## src/design/mst_pkg.sv

```systemverilog
// package for the multi-slot software timer
// command and status codes, shared limits and the structs passed between modules
// no dependencies
`default_nettype none

package mst_pkg;

   localparam int SLOTS_DEFAULT = 8;
   localparam int MAX_RESULTS   = 8;
   localparam int FIRE_CNT_W    = $clog2(MAX_RESULTS + 1);

   localparam logic [1:0] CMD_ADD     = 2'd0;
   localparam logic [1:0] CMD_REMOVE  = 2'd1;
   localparam logic [1:0] CMD_SERVICE = 2'd2;
   localparam logic [1:0] CMD_REARM   = 2'd3;

   localparam logic [1:0] ST_OK         = 2'd0;
   localparam logic [1:0] ST_NO_SLOT    = 2'd1;
   localparam logic [1:0] ST_NO_HANDLER = 2'd2;
   localparam logic [1:0] ST_NOT_FOUND  = 2'd3;

   // one update of the slot table
   typedef struct packed {
      logic        ident_we;
      logic        deadline_we;
      logic        used_set;
      logic        used_clr;
      logic        rearm_set;
      logic        rearm_clr;
      logic [31:0] ident;
      logic [15:0] tag;
      logic [63:0] deadline;
   } slot_wr_type;

   // verdict of the compare unit on one slot
   typedef struct packed {
      logic hit;
      logic ok;
   } match_type;

endpackage

`default_nettype wire

```

## src/design/mst_channel_if.sv

```systemverilog
// valid/ready channel interfaces for the multi-slot software timer
// request channel and response channel; no dependencies
`default_nettype none

interface mst_req_if;
   logic        valid;
   logic        ready;
   logic [1:0]  command;
   logic [63:0] time_now;
   logic [31:0] interval;
   logic [31:0] timer_id;
   logic        callback_valid;
   logic [15:0] tag;

   modport source (output valid, command, time_now, interval, timer_id, callback_valid, tag,
                   input ready);
   modport sink   (input valid, command, time_now, interval, timer_id, callback_valid, tag,
                   output ready);
endinterface

interface mst_rsp_if;
   logic        valid;
   logic        ready;
   logic [1:0]  status;
   logic [31:0] timer_id_res;
   logic [15:0] tag_res;
   logic        fired;
   logic        last;

   modport source (output valid, status, timer_id_res, tag_res, fired, last, input ready);
   modport sink   (input valid, status, timer_id_res, tag_res, fired, last, output ready);
endinterface

`default_nettype wire

```

## src/design/mst_slot_store.sv

```systemverilog
// slot table of the multi-slot software timer
// identifier, tag and deadline memories with registered read, plus per-slot flag bits
// depends on mst_pkg
`default_nettype none

module mst_slot_store #(
   parameter int SLOTS = mst_pkg::SLOTS_DEFAULT,
   localparam int IDX_W = (SLOTS > 1) ? $clog2(SLOTS) : 1
) (
   input  wire logic                 clock,
   input  wire logic                 reset,
   input  wire logic                 rd_en,
   input  wire logic [IDX_W-1:0]     rd_addr,
   output logic [31:0]               rd_ident,
   output logic [15:0]               rd_tag,
   output logic [63:0]               rd_deadline,
   input  wire logic [IDX_W-1:0]     wr_addr,
   input  wire mst_pkg::slot_wr_type wr,
   output logic [SLOTS-1:0]          slot_used,
   output logic [SLOTS-1:0]          slot_rearm
);

   logic [31:0]      ident_mem_ff    [SLOTS];
   logic [15:0]      tag_mem_ff      [SLOTS];
   logic [63:0]      deadline_mem_ff [SLOTS];
   logic [31:0]      rd_ident_ff;
   logic [15:0]      rd_tag_ff;
   logic [63:0]      rd_deadline_ff;
   logic [SLOTS-1:0] used_ff, used_in;
   logic [SLOTS-1:0] rearm_ff, rearm_in;

   // payload memories, no reset: entries are only read behind a set used bit
   always_ff @(posedge clock) begin
      if (wr.ident_we) begin
         ident_mem_ff[wr_addr] <= wr.ident;
         tag_mem_ff[wr_addr]   <= wr.tag;
      end
      if (wr.deadline_we) begin
         deadline_mem_ff[wr_addr] <= wr.deadline;
      end
      if (rd_en) begin
         rd_ident_ff    <= ident_mem_ff[rd_addr];
         rd_tag_ff      <= tag_mem_ff[rd_addr];
         rd_deadline_ff <= deadline_mem_ff[rd_addr];
      end
   end

   always_comb begin
      used_in  = used_ff;
      rearm_in = rearm_ff;
      if (wr.used_set)  used_in[wr_addr]  = 1'b1;
      if (wr.used_clr)  used_in[wr_addr]  = 1'b0;
      if (wr.rearm_set) rearm_in[wr_addr] = 1'b1;
      if (wr.rearm_clr) rearm_in[wr_addr] = 1'b0;
   end

   always_ff @(posedge clock) begin
      if (reset) begin
         used_ff  <= '0;
         rearm_ff <= '0;
      end else begin
         used_ff  <= used_in;
         rearm_ff <= rearm_in;
      end
   end

   assign rd_ident    = rd_ident_ff;
   assign rd_tag      = rd_tag_ff;
   assign rd_deadline = rd_deadline_ff;
   assign slot_used   = used_ff;
   assign slot_rearm  = rearm_ff;

endmodule

`default_nettype wire

```

## src/design/mst_match_unit.sv

```systemverilog
// shared compare unit of the multi-slot software timer
// judges one slot against the current command: id compare and deadline compare
// depends on mst_pkg
`default_nettype none

module mst_match_unit (
   input  wire logic [1:0]        cmd,
   input  wire logic [31:0]       timer_id,
   input  wire logic [63:0]       time_now,
   input  wire logic [31:0]       slot_ident,
   input  wire logic [63:0]       slot_deadline,
   input  wire logic              slot_used,
   input  wire logic              slot_rearm,
   output mst_pkg::match_type     verdict
);

   logic id_eq;
   logic due;

   assign id_eq = slot_used && (slot_ident == timer_id) && (timer_id != 32'd0);
   assign due   = slot_used && !slot_rearm && !(time_now < slot_deadline);

   always_comb begin
      verdict.ok = 1'b1;
      case (cmd)
         mst_pkg::CMD_ADD:     verdict.hit = !slot_used;
         mst_pkg::CMD_REMOVE:  verdict.hit = id_eq;
         mst_pkg::CMD_SERVICE: verdict.hit = due;
         mst_pkg::CMD_REARM: begin
            verdict.hit = id_eq;
            verdict.ok  = slot_rearm;
         end
         default:              verdict.hit = 1'b0;
      endcase
   end

endmodule

`default_nettype wire

```

## src/design/multi_slot_software_timer.sv

```systemverilog
// multi-slot software timer, top level
// usage:
//   req_chan carries one command per transfer: add, remove, service or rearm.
//   rsp_chan returns the results; every command ends with a result that has
//   last set. a service returns one fired result per due slot (at most eight),
//   or a single empty result when nothing is due.
//   the sequencer walks the slot table one slot per cycle, unless frozen
//   as told below, through the shared compare unit; the slot memories have
//   a registered read, so the compare stage lags the read address by that register.
//   an add, remove or rearm stops the walk at the first matching slot; an add
//   without handler skips the walk and answers from the finish state.
//   only one command is handled at a time.
//   the request side is ready again while the last result still waits in the
//   output register.
//   a stalled receiver freezes the walk (read port and compare stage hold)
//   until the output register frees up; nothing is dropped.
//   reset: all slots free, no timer waiting for rearm, next identifier is one.
// depends on mst_pkg, mst_channel_if, mst_slot_store, mst_match_unit
`default_nettype none

module multi_slot_software_timer #(
   parameter int SLOTS = mst_pkg::SLOTS_DEFAULT
) (
   input  wire logic  clock,
   input  wire logic  reset,
   mst_req_if.sink    req_chan,
   mst_rsp_if.source  rsp_chan
);

   localparam int IDX_W = (SLOTS > 1) ? $clog2(SLOTS) : 1;
   localparam int CNT_W = $clog2(SLOTS + 1);
   localparam int FCW   = mst_pkg::FIRE_CNT_W;

   localparam logic [1:0] S_IDLE   = 2'd0;
   localparam logic [1:0] S_SCAN   = 2'd1;
   localparam logic [1:0] S_FINISH = 2'd2;

   // sequencer state
   logic [1:0]       state_ff, state_in;
   logic [CNT_W-1:0] cnt_ff, cnt_in;          // next slot to read
   logic             ev_v_ff, ev_v_in;        // compare stage holds a slot
   logic [IDX_W-1:0] ev_idx_ff, ev_idx_in;
   logic [FCW-1:0]   nfire_ff, nfire_in;
   logic [31:0]      next_id_ff, next_id_in;

   // latched command
   logic [1:0]  cmd_ff, cmd_in;
   logic [63:0] now_ff, now_in;
   logic [63:0] sum_ff, sum_in;
   logic [31:0] id_ff, id_in;
   logic [15:0] tag_ff, tag_in;
   logic        cb_ff, cb_in;
   logic        itv_zero_ff, itv_zero_in;

   // fired result held back until we know whether it is the last one
   logic        pend_v_ff, pend_v_in;
   logic [31:0] pend_id_ff, pend_id_in;
   logic [15:0] pend_tag_ff, pend_tag_in;

   // output register
   logic        out_v_ff, out_v_in;
   logic [1:0]  out_status_ff, out_status_in;
   logic [31:0] out_id_ff, out_id_in;
   logic [15:0] out_tag_ff, out_tag_in;
   logic        out_fired_ff, out_fired_in;
   logic        out_last_ff, out_last_in;

   logic                 out_free;
   logic                 rd_en;
   logic [31:0]          rd_ident;
   logic [15:0]          rd_tag;
   logic [63:0]          rd_deadline;
   logic [SLOTS-1:0]     slot_used;
   logic [SLOTS-1:0]     slot_rearm;
   mst_pkg::slot_wr_type wr;
   mst_pkg::match_type   verdict;
   logic                 proceed;

   mst_slot_store #(.SLOTS(SLOTS)) u_store (
      .clock       (clock),
      .reset       (reset),
      .rd_en       (rd_en),
      .rd_addr     (cnt_ff[IDX_W-1:0]),
      .rd_ident    (rd_ident),
      .rd_tag      (rd_tag),
      .rd_deadline (rd_deadline),
      .wr_addr     (ev_idx_ff),
      .wr          (wr),
      .slot_used   (slot_used),
      .slot_rearm  (slot_rearm)
   );

   mst_match_unit u_match (
      .cmd           (cmd_ff),
      .timer_id      (id_ff),
      .time_now      (now_ff),
      .slot_ident    (rd_ident),
      .slot_deadline (rd_deadline),
      .slot_used     (slot_used[ev_idx_ff]),
      .slot_rearm    (slot_rearm[ev_idx_ff]),
      .verdict       (verdict)
   );

   assign out_free       = !out_v_ff || rsp_chan.ready;
   assign req_chan.ready = (state_ff == S_IDLE);

   always_comb begin
      state_in      = state_ff;
      cnt_in        = cnt_ff;
      ev_v_in       = ev_v_ff;
      ev_idx_in     = ev_idx_ff;
      nfire_in      = nfire_ff;
      next_id_in    = next_id_ff;
      cmd_in        = cmd_ff;
      now_in        = now_ff;
      sum_in        = sum_ff;
      id_in         = id_ff;
      tag_in        = tag_ff;
      cb_in         = cb_ff;
      itv_zero_in   = itv_zero_ff;
      pend_v_in     = pend_v_ff;
      pend_id_in    = pend_id_ff;
      pend_tag_in   = pend_tag_ff;
      out_v_in      = out_v_ff && !rsp_chan.ready;
      out_status_in = out_status_ff;
      out_id_in     = out_id_ff;
      out_tag_in    = out_tag_ff;
      out_fired_in  = out_fired_ff;
      out_last_in   = out_last_ff;
      rd_en         = 1'b0;
      proceed       = 1'b0;
      wr             = '0;
      wr.ident       = next_id_ff;
      wr.tag         = tag_ff;
      wr.deadline    = sum_ff;

      case (state_ff)
         S_IDLE: begin
            if (req_chan.valid) begin
               cmd_in      = req_chan.command;
               now_in      = req_chan.time_now;
               sum_in      = req_chan.time_now + 64'(req_chan.interval);
               id_in       = req_chan.timer_id;
               tag_in      = req_chan.tag;
               cb_in       = req_chan.callback_valid;
               itv_zero_in = (req_chan.interval == 32'd0);
               cnt_in      = '0;
               ev_v_in     = 1'b0;
               pend_v_in   = 1'b0;
               nfire_in    = '0;
               if (req_chan.command == mst_pkg::CMD_ADD && !req_chan.callback_valid) begin
                  state_in = S_FINISH;
               end else begin
                  state_in = S_SCAN;
               end
            end
         end

         S_SCAN: begin
            if (ev_v_ff && verdict.hit) begin
               if (cmd_ff != mst_pkg::CMD_SERVICE) begin
                  // first matching slot settles add, remove and rearm
                  if (out_free) begin
                     out_v_in      = 1'b1;
                     out_status_in = verdict.ok ? mst_pkg::ST_OK : mst_pkg::ST_NOT_FOUND;
                     out_id_in     = (cmd_ff == mst_pkg::CMD_ADD) ? next_id_ff : id_ff;
                     out_tag_in    = '0;
                     out_fired_in  = 1'b0;
                     out_last_in   = 1'b1;
                     state_in      = S_IDLE;
                     ev_v_in       = 1'b0;
                     case (cmd_ff)
                        mst_pkg::CMD_ADD: begin
                           wr.ident_we    = 1'b1;
                           wr.deadline_we = 1'b1;
                           wr.used_set    = 1'b1;
                           wr.rearm_clr   = 1'b1;
                           next_id_in     = (next_id_ff == 32'hFFFF_FFFF) ? 32'd1
                                                                          : next_id_ff + 32'd1;
                        end
                        mst_pkg::CMD_REMOVE: begin
                           wr.used_clr  = 1'b1;
                           wr.rearm_clr = 1'b1;
                        end
                        mst_pkg::CMD_REARM: begin
                           if (verdict.ok) begin
                              wr.rearm_clr   = 1'b1;
                              wr.used_clr    = itv_zero_ff;
                              wr.deadline_we = !itv_zero_ff;
                           end
                        end
                        default: begin
                        end
                     endcase
                  end
               end else if (!pend_v_ff || out_free) begin
                  // due slot: release the held result, hold this one
                  if (pend_v_ff) begin
                     out_v_in      = 1'b1;
                     out_status_in = mst_pkg::ST_OK;
                     out_id_in     = pend_id_ff;
                     out_tag_in    = pend_tag_ff;
                     out_fired_in  = 1'b1;
                     out_last_in   = 1'b0;
                  end
                  pend_v_in    = 1'b1;
                  pend_id_in   = rd_ident;
                  pend_tag_in  = rd_tag;
                  wr.rearm_set = 1'b1;
                  nfire_in     = nfire_ff + FCW'(1);
                  if (nfire_ff == FCW'(mst_pkg::MAX_RESULTS - 1)) begin
                     state_in = S_FINISH;
                     ev_v_in  = 1'b0;
                  end else begin
                     proceed = 1'b1;
                  end
               end
            end else begin
               proceed = 1'b1;
            end

            // advance the walk: read the next slot, move the read into compare
            if (proceed) begin
               if (cnt_ff < CNT_W'(SLOTS)) begin
                  rd_en     = 1'b1;
                  cnt_in    = cnt_ff + CNT_W'(1);
                  ev_v_in   = 1'b1;
                  ev_idx_in = cnt_ff[IDX_W-1:0];
               end else begin
                  ev_v_in = 1'b0;
                  if (!ev_v_ff) begin
                     state_in = S_FINISH;
                  end
               end
            end
         end

         S_FINISH: begin
            if (out_free) begin
               out_v_in     = 1'b1;
               out_last_in  = 1'b1;
               out_tag_in   = '0;
               out_fired_in = 1'b0;
               state_in     = S_IDLE;
               case (cmd_ff)
                  mst_pkg::CMD_ADD: begin
                     out_status_in = cb_ff ? mst_pkg::ST_NO_SLOT : mst_pkg::ST_NO_HANDLER;
                     out_id_in     = '0;
                  end
                  mst_pkg::CMD_SERVICE: begin
                     out_status_in = mst_pkg::ST_OK;
                     out_id_in     = pend_v_ff ? pend_id_ff : 32'd0;
                     out_tag_in    = pend_v_ff ? pend_tag_ff : 16'd0;
                     out_fired_in  = pend_v_ff;
                     pend_v_in     = 1'b0;
                  end
                  default: begin
                     out_status_in = mst_pkg::ST_NOT_FOUND;
                     out_id_in     = id_ff;
                  end
               endcase
            end
         end

         default: begin
            state_in = S_IDLE;
         end
      endcase
   end

   // control state
   always_ff @(posedge clock) begin
      if (reset) begin
         state_ff   <= S_IDLE;
         cnt_ff     <= '0;
         ev_v_ff    <= 1'b0;
         nfire_ff   <= '0;
         next_id_ff <= 32'd1;
         pend_v_ff  <= 1'b0;
         out_v_ff   <= 1'b0;
      end else begin
         state_ff   <= state_in;
         cnt_ff     <= cnt_in;
         ev_v_ff    <= ev_v_in;
         nfire_ff   <= nfire_in;
         next_id_ff <= next_id_in;
         pend_v_ff  <= pend_v_in;
         out_v_ff   <= out_v_in;
      end
   end

   // payload registers
   always_ff @(posedge clock) begin
      ev_idx_ff     <= ev_idx_in;
      cmd_ff        <= cmd_in;
      now_ff        <= now_in;
      sum_ff        <= sum_in;
      id_ff         <= id_in;
      tag_ff        <= tag_in;
      cb_ff         <= cb_in;
      itv_zero_ff   <= itv_zero_in;
      pend_id_ff    <= pend_id_in;
      pend_tag_ff   <= pend_tag_in;
      out_status_ff <= out_status_in;
      out_id_ff     <= out_id_in;
      out_tag_ff    <= out_tag_in;
      out_fired_ff  <= out_fired_in;
      out_last_ff   <= out_last_in;
   end

   assign rsp_chan.valid        = out_v_ff;
   assign rsp_chan.status       = out_status_ff;
   assign rsp_chan.timer_id_res = out_id_ff;
   assign rsp_chan.tag_res      = out_tag_ff;
   assign rsp_chan.fired        = out_fired_ff;
   assign rsp_chan.last         = out_last_ff;

endmodule

`default_nettype wire
```

## src/flat_wrapper.sv

```systemverilog
// flat-port wrapper written by rule: the top's interface ports become plain ports
module multi_slot_software_timer_flat 
#(
   parameter int SLOTS = mst_pkg::SLOTS_DEFAULT
)
  (clock, reset, req_chan_valid, req_chan_command, req_chan_time_now, req_chan_interval, req_chan_timer_id, req_chan_callback_valid, req_chan_tag, req_chan_ready, rsp_chan_valid, rsp_chan_status, rsp_chan_timer_id_res, rsp_chan_tag_res, rsp_chan_fired, rsp_chan_last, rsp_chan_ready);
  mst_req_if req_chan_i ();
  mst_rsp_if rsp_chan_i ();
  input  wire logic clock;
  input  wire logic reset;
  input wire logic [$bits(req_chan_i.valid)-1:0] req_chan_valid;
  input wire logic [$bits(req_chan_i.command)-1:0] req_chan_command;
  input wire logic [$bits(req_chan_i.time_now)-1:0] req_chan_time_now;
  input wire logic [$bits(req_chan_i.interval)-1:0] req_chan_interval;
  input wire logic [$bits(req_chan_i.timer_id)-1:0] req_chan_timer_id;
  input wire logic [$bits(req_chan_i.callback_valid)-1:0] req_chan_callback_valid;
  input wire logic [$bits(req_chan_i.tag)-1:0] req_chan_tag;
  output wire logic [$bits(req_chan_i.ready)-1:0] req_chan_ready;
  output wire logic [$bits(rsp_chan_i.valid)-1:0] rsp_chan_valid;
  output wire logic [$bits(rsp_chan_i.status)-1:0] rsp_chan_status;
  output wire logic [$bits(rsp_chan_i.timer_id_res)-1:0] rsp_chan_timer_id_res;
  output wire logic [$bits(rsp_chan_i.tag_res)-1:0] rsp_chan_tag_res;
  output wire logic [$bits(rsp_chan_i.fired)-1:0] rsp_chan_fired;
  output wire logic [$bits(rsp_chan_i.last)-1:0] rsp_chan_last;
  input wire logic [$bits(rsp_chan_i.ready)-1:0] rsp_chan_ready;
  assign req_chan_i.valid = req_chan_valid;
  assign req_chan_i.command = req_chan_command;
  assign req_chan_i.time_now = req_chan_time_now;
  assign req_chan_i.interval = req_chan_interval;
  assign req_chan_i.timer_id = req_chan_timer_id;
  assign req_chan_i.callback_valid = req_chan_callback_valid;
  assign req_chan_i.tag = req_chan_tag;
  assign req_chan_ready = req_chan_i.ready;
  assign rsp_chan_valid = rsp_chan_i.valid;
  assign rsp_chan_status = rsp_chan_i.status;
  assign rsp_chan_timer_id_res = rsp_chan_i.timer_id_res;
  assign rsp_chan_tag_res = rsp_chan_i.tag_res;
  assign rsp_chan_fired = rsp_chan_i.fired;
  assign rsp_chan_last = rsp_chan_i.last;
  assign rsp_chan_i.ready = rsp_chan_ready;
  multi_slot_software_timer #(.SLOTS(SLOTS)) u_core (.clock(clock), .reset(reset), .req_chan(req_chan_i), .rsp_chan(rsp_chan_i));
endmodule
```

## config.mk

```make
export PLATFORM = sky130hd
export DESIGN_NAME = multi_slot_software_timer_flat
export DESIGN_NICKNAME = d
export VERILOG_FILES = /design/src/design/mst_pkg.sv /design/src/design/mst_channel_if.sv /design/src/design/mst_slot_store.sv /design/src/design/mst_match_unit.sv /design/src/design/multi_slot_software_timer.sv /design/src/flat_wrapper.sv
export SDC_FILE = /design/constraint.sdc
export NUM_CORES = 1
export LEC_CHECK = 0
export ABC_AREA = 0
export ABC_CLOCK_PERIOD_IN_PS = 9630
export BUFFER_PORTS_ARGS = -buffer_cell sky130_fd_sc_hd__buf_2
export CORE_MARGIN = 3
export CORE_UTILIZATION = 50
export DETAILED_ROUTE_END_ITERATION = 6
export PLACE_DENSITY_LB_ADDON = 0.15
export SETUP_SLACK_MARGIN = 0.3
export SYNTH_ARGS = -nofsm -noshare
export SYNTH_HDL_FRONTEND = slang
export SYNTH_SLANG_ARGS = --single-unit
```

## constraint.sdc

```tcl
create_clock -name clock -period 9.63 [get_ports clock]
set_input_delay 0.963 -clock clock [delete_from_list [all_inputs] [get_ports clock]]
set_output_delay 0.963 -clock clock [all_outputs]
set_load 0.05 [all_outputs]
```

==> results.yml, run 1 <==
run_status:
  outcome: "finished, violations left"
  violations: "design-rule violations"
synth:
  async_flop_share: 0
  synth_mux_area_frac: 0.119
  synth-edff-count: 1291
  ys_ff_latch: 1352
  synthesis.nets: 3116
  synthFlopType: "edfxtp_1"
  synth_compound_area_frac: 0.0400
  synth_cells: 2857
  synth_cell_types: 68
  synth-seq-area-share: 0.743
  avgSynthCellArea_um2: 18.8
  yosys.area.top_type_share: 0.720
  yosys.area_share.xor_xnor: 0.0164
  syn_area_um2: 53800
  synthAdderAreaFrac: 0.0252
  synth_area_leaders: "edfxtp_1, mux4_2, ha_1, mux2_2, dfxtp_1"
  synthSimpleGateAreaFrac: 0.0394
  synth_top_family_by_area: "multiplexers"
  yosysWarningCount: 0
  yosysTopAreaCell: "edfxtp_1"
grt:
  grt_pass1_wl_mm: 181
  grt_use_total: 0.217
  grt_pass1_vias: 28900
  grt_antenna_before_repair: 0
  grt_max_degree: 130
  overflow: 0
clocking:
  cts_sinks: 1352
  numCtsBuffers: 138
  path_clk_slew_ps: 60
  htreeDepth: 4
  cts_tree: "yes"
  clock_path_buffers: 3
  post_cts_resized: 0
  postCtsHoldBufs: 0
  worstSkewPairLatency_ps: 730
  root_buffer: "clkbuf_16"
  cts_setup_buffers: 0
route:
  drt_wl_total_mm: 120
  firstDrtPassIters: 7
  vias: 27400
  ant_nets: 0
  vias_per_cell: 5.92
  drc_errors: 9
  drtIter0Drc: 2267
  routedWlPerCell_um: 25.9
finish:
  final_area_um2: 61100
  layout.nets: 3384
  final_util: 0.576
  area_delta_synth_final_pct: 13.5
  stdcell_count: 4630
  drive_gt1_frac: 0.253
setup_path:
  slowest_delay_ps: 920
  worstSetupPathType: "reg -> reg"
  path_buf_inv: 1
  ff2ff_path_depth: 9
  cp-start-kind: "flip-flop"
  r2r_slack_ps: 3390
  slowest_stage: "nor2_4"
  crit_start: "u_core.id_ff[31]"
  crit_required_ps: 9980
  worstPathMaxFanout: 38
  regToRegEndpoint: "u_core.u_store.deadline_mem_ff[1][47]"
  cpMostUsedCell: "nand2_1"
  r2r-start: "u_core.id_ff[31]"
  arrival_ps: 6590
  path_cells: "xor2_1 > nor4_1 > nand3_1 > o41ai_2 > nand2_1 > nand2_1 > or4b_1 > nor2_4 > buf_4"
  endpoint_kind: "flip-flop"
  cp_top_family: "simple AND/OR/NAND/NOR gates"
sta:
  finalSetupViolations: 0
  fmax_ghz: 0.160
  final.setup.tns_ps: 0
  hold_viol: 0
  whs_ps: 407
  tightest_slew_ps: 1180
  maxSlewHeadroom: 0.209
  fin_ws_ps: 3390
  timing.final.crit_share: 0.648
  finalMaxSlewViolations: 0
  min_period_ps: 6240
  finalClockSkew_ps: 32.6
  rsz0062_at_grt: "no"
pwr:
  pwr-share-clk: 0.412
  power_leakage_nw: 19.4
  power_mw: 12.7
  powerDensity_nw_per_um2: 208
  internal_power_mw: 9.93
  ir_worst_vdd_uv: 173
  pwr-share-comb: 0.055
  p_sw_mw: 2.75
  power_frac_seq: 0.533
  sw_frac_of_total: 0.217
die:
  num_io_pins: 205
  die_height_um: 334
  num_rows: 119
  initial_utilization: 0.508
  core-area_um2: 106000
  die_x_um: 334
  dieArea_um2: 112000
run:
  cap_violations: 0
hold_path:
  whs_endpoint: "u_core.id_ff[28]"
  holdPathStages: 1
  min_path_type: "in -> reg"
  hold_start: "req_chan_timer_id[28]"
place:
  dp_slack_ps: 3350
  dp.final_hpwl_mm: 70.7
  gp_congestion: 0.797
  portBuffers: 204
  dpl-instance-area_um2: 56600
  place_inst: 4376
-- layout make-up --
class,count,area (um^2)
antenna,1,2.50
multi-input combinational,1269,13100
clock inverter,78,663
timing repair buffer,242,1320
tap,1391,1740
sequential,1352,40000
clock buffer,175,3790
inverter,122,465
fill,7901,44900
-- power groups by stage --
stage               combinational [mW]  clock [mW]  sequential [mW]
floorplan                        0.397           0             6.91
global placement                 0.696           0             6.87
detailed placement               0.703           0             6.88
CTS                              0.707        5.34             6.76
global route                     0.758        5.57             6.78
finish                           0.695        5.23             6.76
-- per-layer routing --
layer,up-vias,part of all wire,global-route usage
met5,-,0,0
met4,0,0.024,0.0668
met3,183,0.053,0.0291
met2,922,0.52,0.375
met1,14200,0.41,0.287
li1,12100,-,-
-- state kept, by name (all words and copies together), names as in the netlist, 3 cells and up, named ones only --
register,count
u_core.cnt_ff,4
u_core.u_store.rd_tag,16
u_core.sum_ff,64
u_core.rsp_chan.timer_id_res,32
u_core.nfire_ff,4
u_core.now_ff,64
u_core.pend_id_ff,32
u_core.u_store.deadline_mem_ff,512
u_core.u_store.slot_used,8
u_core.ev_idx_ff,3
u_core.u_store.rd_ident,32
u_core.id_ff,32
u_core.u_store.rd_deadline,64
u_core.pend_tag_ff,16
u_core.rsp_chan.tag_res,16
u_core.tag_ff,16
u_core.u_store.ident_mem_ff,256
u_core.next_id_ff,32
u_core.u_store.tag_mem_ff,128
-- cells by family (layout without fill, tap and decap cells) --
logic type	Yosys count	in the layout
XOR/XNOR	101	101
other	0	1
AO/OA/AOI/OAI	316	316
flip-flops	1352	1352
adder cells (fa/ha/maj)	108	108
multiplexers	344	344
buffers and inverters	236	617
AND/OR/NAND/NOR	400	400
-- Yosys cell counts (12+ instances only) --
| master | n |
|---|---|
| a21o_1 | 24 |
| mux2_2 | 113 |
| o21ai_0 | 48 |
| nor2_1 | 70 |
| a21oi_1 | 90 |
| nand2_1 | 74 |
| xnor2_1 | 55 |
| nor4_1 | 28 |
| a222oi_1 | 31 |
| a211oi_1 | 28 |
| nor2b_1 | 19 |
| xor2_1 | 46 |
| ha_1 | 107 |
| inv_1 | 121 |
| and2_1 | 24 |
| and3_1 | 19 |
| nand3_1 | 49 |
| a31oi_1 | 12 |
| dfxtp_1 | 61 |
| a41oi_1 | 16 |
| nand2b_1 | 16 |
| nor3_1 | 13 |
| nand4_1 | 37 |
| edfxtp_1 | 1291 |
| buf_1 | 33 |
| or3_1 | 20 |
| clkbuf_1 | 72 |
| mux4_2 | 225 |
-- worst max-delay path by stage --
| stage | end | cells after the start |
|---|---|---|
| 2_1_floorplan | u_core.ev_idx_ff[0] | 10 |
| 3_3_place_gp | u_core.u_store.deadline_mem_ff[1][47] | 9 |
| 3_5_place_dp | u_core.u_store.deadline_mem_ff[0][41] | 9 |
| 4_1_cts | u_core.u_store.deadline_mem_ff[0][51] | 9 |
| 5_1_grt | u_core.u_store.deadline_mem_ff[1][47] | 9 |
| 6_report | u_core.u_store.deadline_mem_ff[1][47] | 9 |
-- worst reg2reg max path, stage by stage (launching register included) --
cell      delay (ps)
edfxtp_1         530
xor2_1           220
nor4_1           680
nand3_1          190
o41ai_2          570
nand2_1          340
nand2_1          740
or4b_1           870
nor2_4           930
buf_4            750
-- cells in the final DEF, fill, tap and decap left out, types with 8 or more instances in the layout --
cell | netlist | layout
a211o_1 | 8 | 8
a211oi_1 | 28 | 28
a21o_1 | 24 | 24
a21oi_1 | 90 | 90
a222oi_1 | 31 | 31
a31oi_1 | 12 | 12
a41oi_1 | 16 | 16
and2_1 | 24 | 23
and3_1 | 19 | 18
buf_2 | 8 | 204
buf_4 | 0 | 37
bufinv_16 | 0 | 10
clkbuf_1 | 72 | 25
clkbuf_16 | 0 | 145
clkinv_1 | 1 | 28
clkinv_2 | 0 | 30
dfxtp_1 | 61 | 58
edfxtp_1 | 1291 | 1291
ha_1 | 107 | 107
inv_1 | 121 | 120
mux2_2 | 113 | 113
mux4_2 | 225 | 225
nand2_1 | 74 | 74
nand2b_1 | 16 | 16
nand3_1 | 49 | 49
nand4_1 | 37 | 37
nor2_1 | 70 | 56
nor2_4 | 0 | 14
nor2b_1 | 19 | 16
nor3_1 | 13 | 11
nor4_1 | 28 | 28
o21a_1 | 8 | 8
o21ai_0 | 48 | 48
o31ai_1 | 8 | 8
or3_1 | 20 | 20
xnor2_1 | 55 | 55
xor2_1 | 46 | 46
No activity file was read; power rests on OpenSTA's default activity.
==> run 2, diff against run 1 <==
- ABC_CLOCK_PERIOD_IN_PS: 9630 -> 5700
- clock period: 9.63 -> 5.7 ns (I/O delays scaled with it)
==> results.yml, run 2 (synthesis results as in run 1) <==
run_status:
  outcome: "completed"
die:
  dieArea_um2: 112000
  num_io_pins: 205
  core-area_um2: 106000
  die_x_um: 334
  num_rows: 119
  die_height_um: 334
  initial_utilization: 0.508
clocking:
  cts_sinks: 1352
  cts_tree: "yes"
  clock_path_buffers: 3
  numCtsBuffers: 139
  worstSkewPairLatency_ps: 730
  cts_setup_buffers: 0
  path_clk_slew_ps: 60
  htreeDepth: 4
  root_buffer: "clkbuf_16"
route:
  vias: 27600
  drc_errors: 0
  routedWlPerCell_um: 25.8
  ant_nets: 0
  firstDrtPassIters: 5
  drtIter0Drc: 2408
  vias_per_cell: 5.90
  drt_wl_total_mm: 121
grt:
  grt_pass1_vias: 28900
  grt_antenna_before_repair: 1
  overflow: 0
  grt_pass1_wl_mm: 182
  grt_use_total: 0.218
  grt_max_degree: 160
hold_path:
  min_path_type: "in -> reg"
sta:
  finalSetupViolations: 0
  tightest_slew_ps: 1090
  fmax_ghz: 0.210
  fin_ws_ps: 930
  maxSlewHeadroom: 0.272
  rsz0062_at_grt: "no"
  hold_viol: 0
  whs_ps: 55.1
  finalClockSkew_ps: 28.6
  finalMaxSlewViolations: 0
  timing.final.crit_share: 0.837
  min_period_ps: 4770
finish:
  multi_input_area_um2: 13100
  antenna-diode-count: 0
  final_area_um2: 61800
  final_cell_mix: "edfxtp_1, mux4_2, buf_2, clkbuf_16, inv_1"
  area_delta_synth_final_pct: 14.8
  layout.nets: 3437
  top_regs: "u_core.u_store.deadline_mem_ff: 512 flops, u_core.u_store.ident_mem_ff: 256 flops, u_core.u_store.tag_mem_ff: 128 flops"
  drive_gt1_frac: 0.252
  layout_commonest_cell: "edfxtp_1"
  nFillCells: 7829
  final_util: 0.583
  largest_register: "u_core.u_store.deadline_mem_ff"
  largest_reg_flops: 512
  seq_area_um2: 40000
place:
  portBuffers: 204
  dp.final_hpwl_mm: 71.4
  dpl-instance-area_um2: 57000
  gp_congestion: 0.825
  dp_slack_ps: 982
setup_path:
  endpoint_kind: "flip-flop"
  path_buf_inv: 1
  arrival_ps: 5190
  crit_required_ps: 6120
  cpMostUsedCell: "nand2_1"
  cp-start-kind: "flip-flop"
  slowest_delay_ps: 920
  worstSetupPathType: "reg -> reg"
  worstPathMaxFanout: 23
  cp_top_family: "simple AND/OR/NAND/NOR gates"
  slowest_stage: "edfxtp_1"
  path_cells: "mux4_2 > mux2i_1 > or2_1 > o41ai_2 > nand2_1 > nand2_1 > or4b_1 > nor2_4 > buf_12"
pwr:
  power_leakage_nw: 19.7
  ir_worst_vdd_uv: 262
  power_mw: 21.4
  powerDensity_nw_per_um2: 346
run:
  cap_violations: 0
## run 2: changes by cell type in the layout (fill, tap and decap cells not counted), sizes merged
cell,change
buf,+12
clkbuf,-1
diode,-1
clkinv,-8
inv,-1
dlygate4sd3,+40
clkinvlp,+8
## run 2: cell type report
class / instances / area share
Clock buffer: 174 / 0.0605
Clock inverter: 77 / 0.0106
Inverter: 122 / 0.00747
Multi-Input combinational cell: 1269 / 0.212
Sequential cell: 1352 / 0.647
Tap cell: 1391 / 0.0282
Timing Repair Buffer: 294 / 0.0337
## run 2: timing repair
item                                    4_1_cts  5_1_grt
hold buffers                                 40        0
gates resized for setup                       0        0
hold endpoints to repair                     40        0
endpoints found under the setup margin        0        0
## run 2: where the power goes
part           switching [mW]  total [mW]  internal, mW
clock network            3.63        8.73          5.10
logic                   0.772        1.21         0.435
registers               0.216        11.4          11.2
total                    4.62        21.4          16.7
## run 2: final timing paths
| kind | slack, ps | end | cells past startpoint | startpoint |
|---|---|---|---|---|
| worst max-delay path | 930 | u_core.u_store.deadline_mem_ff[1][20] | 9 | u_core.ev_idx_ff[2] |
| worst min-delay path | 60 | u_core.id_ff[5] | 1 | req_chan_timer_id[5] |
| worst max register to register | 930 | u_core.u_store.deadline_mem_ff[1][20] | 9 | u_core.ev_idx_ff[2] |
| worst min register to register | 420 | u_core.pend_tag_ff[2] | 0 | u_core.u_store.rd_tag[2] |
## run 2: stage by stage
step                      TNS, ps  std cells
final                           0       4679
after global routing            0       4679
after CTS                       0       4679
after detailed placement        0       4388
after global placement          0       4388
after floorplan             -3570       2857
## run 2: layer usage
| layer | vias to the layer above | wire [um] | share of wire | GRT usage |
|---|---|---|---|---|
| li1 | 12200 | - | - | - |
| met1 | 14400 | 49900 | 0.41 | 0.291 |
| met2 | 840 | 62300 | 0.52 | 0.379 |
| met3 | 183 | 5830 | 0.048 | 0.0293 |
| met4 | 0 | 2530 | 0.021 | 0.0597 |
| met5 | - | 0 | 0 | 0 |
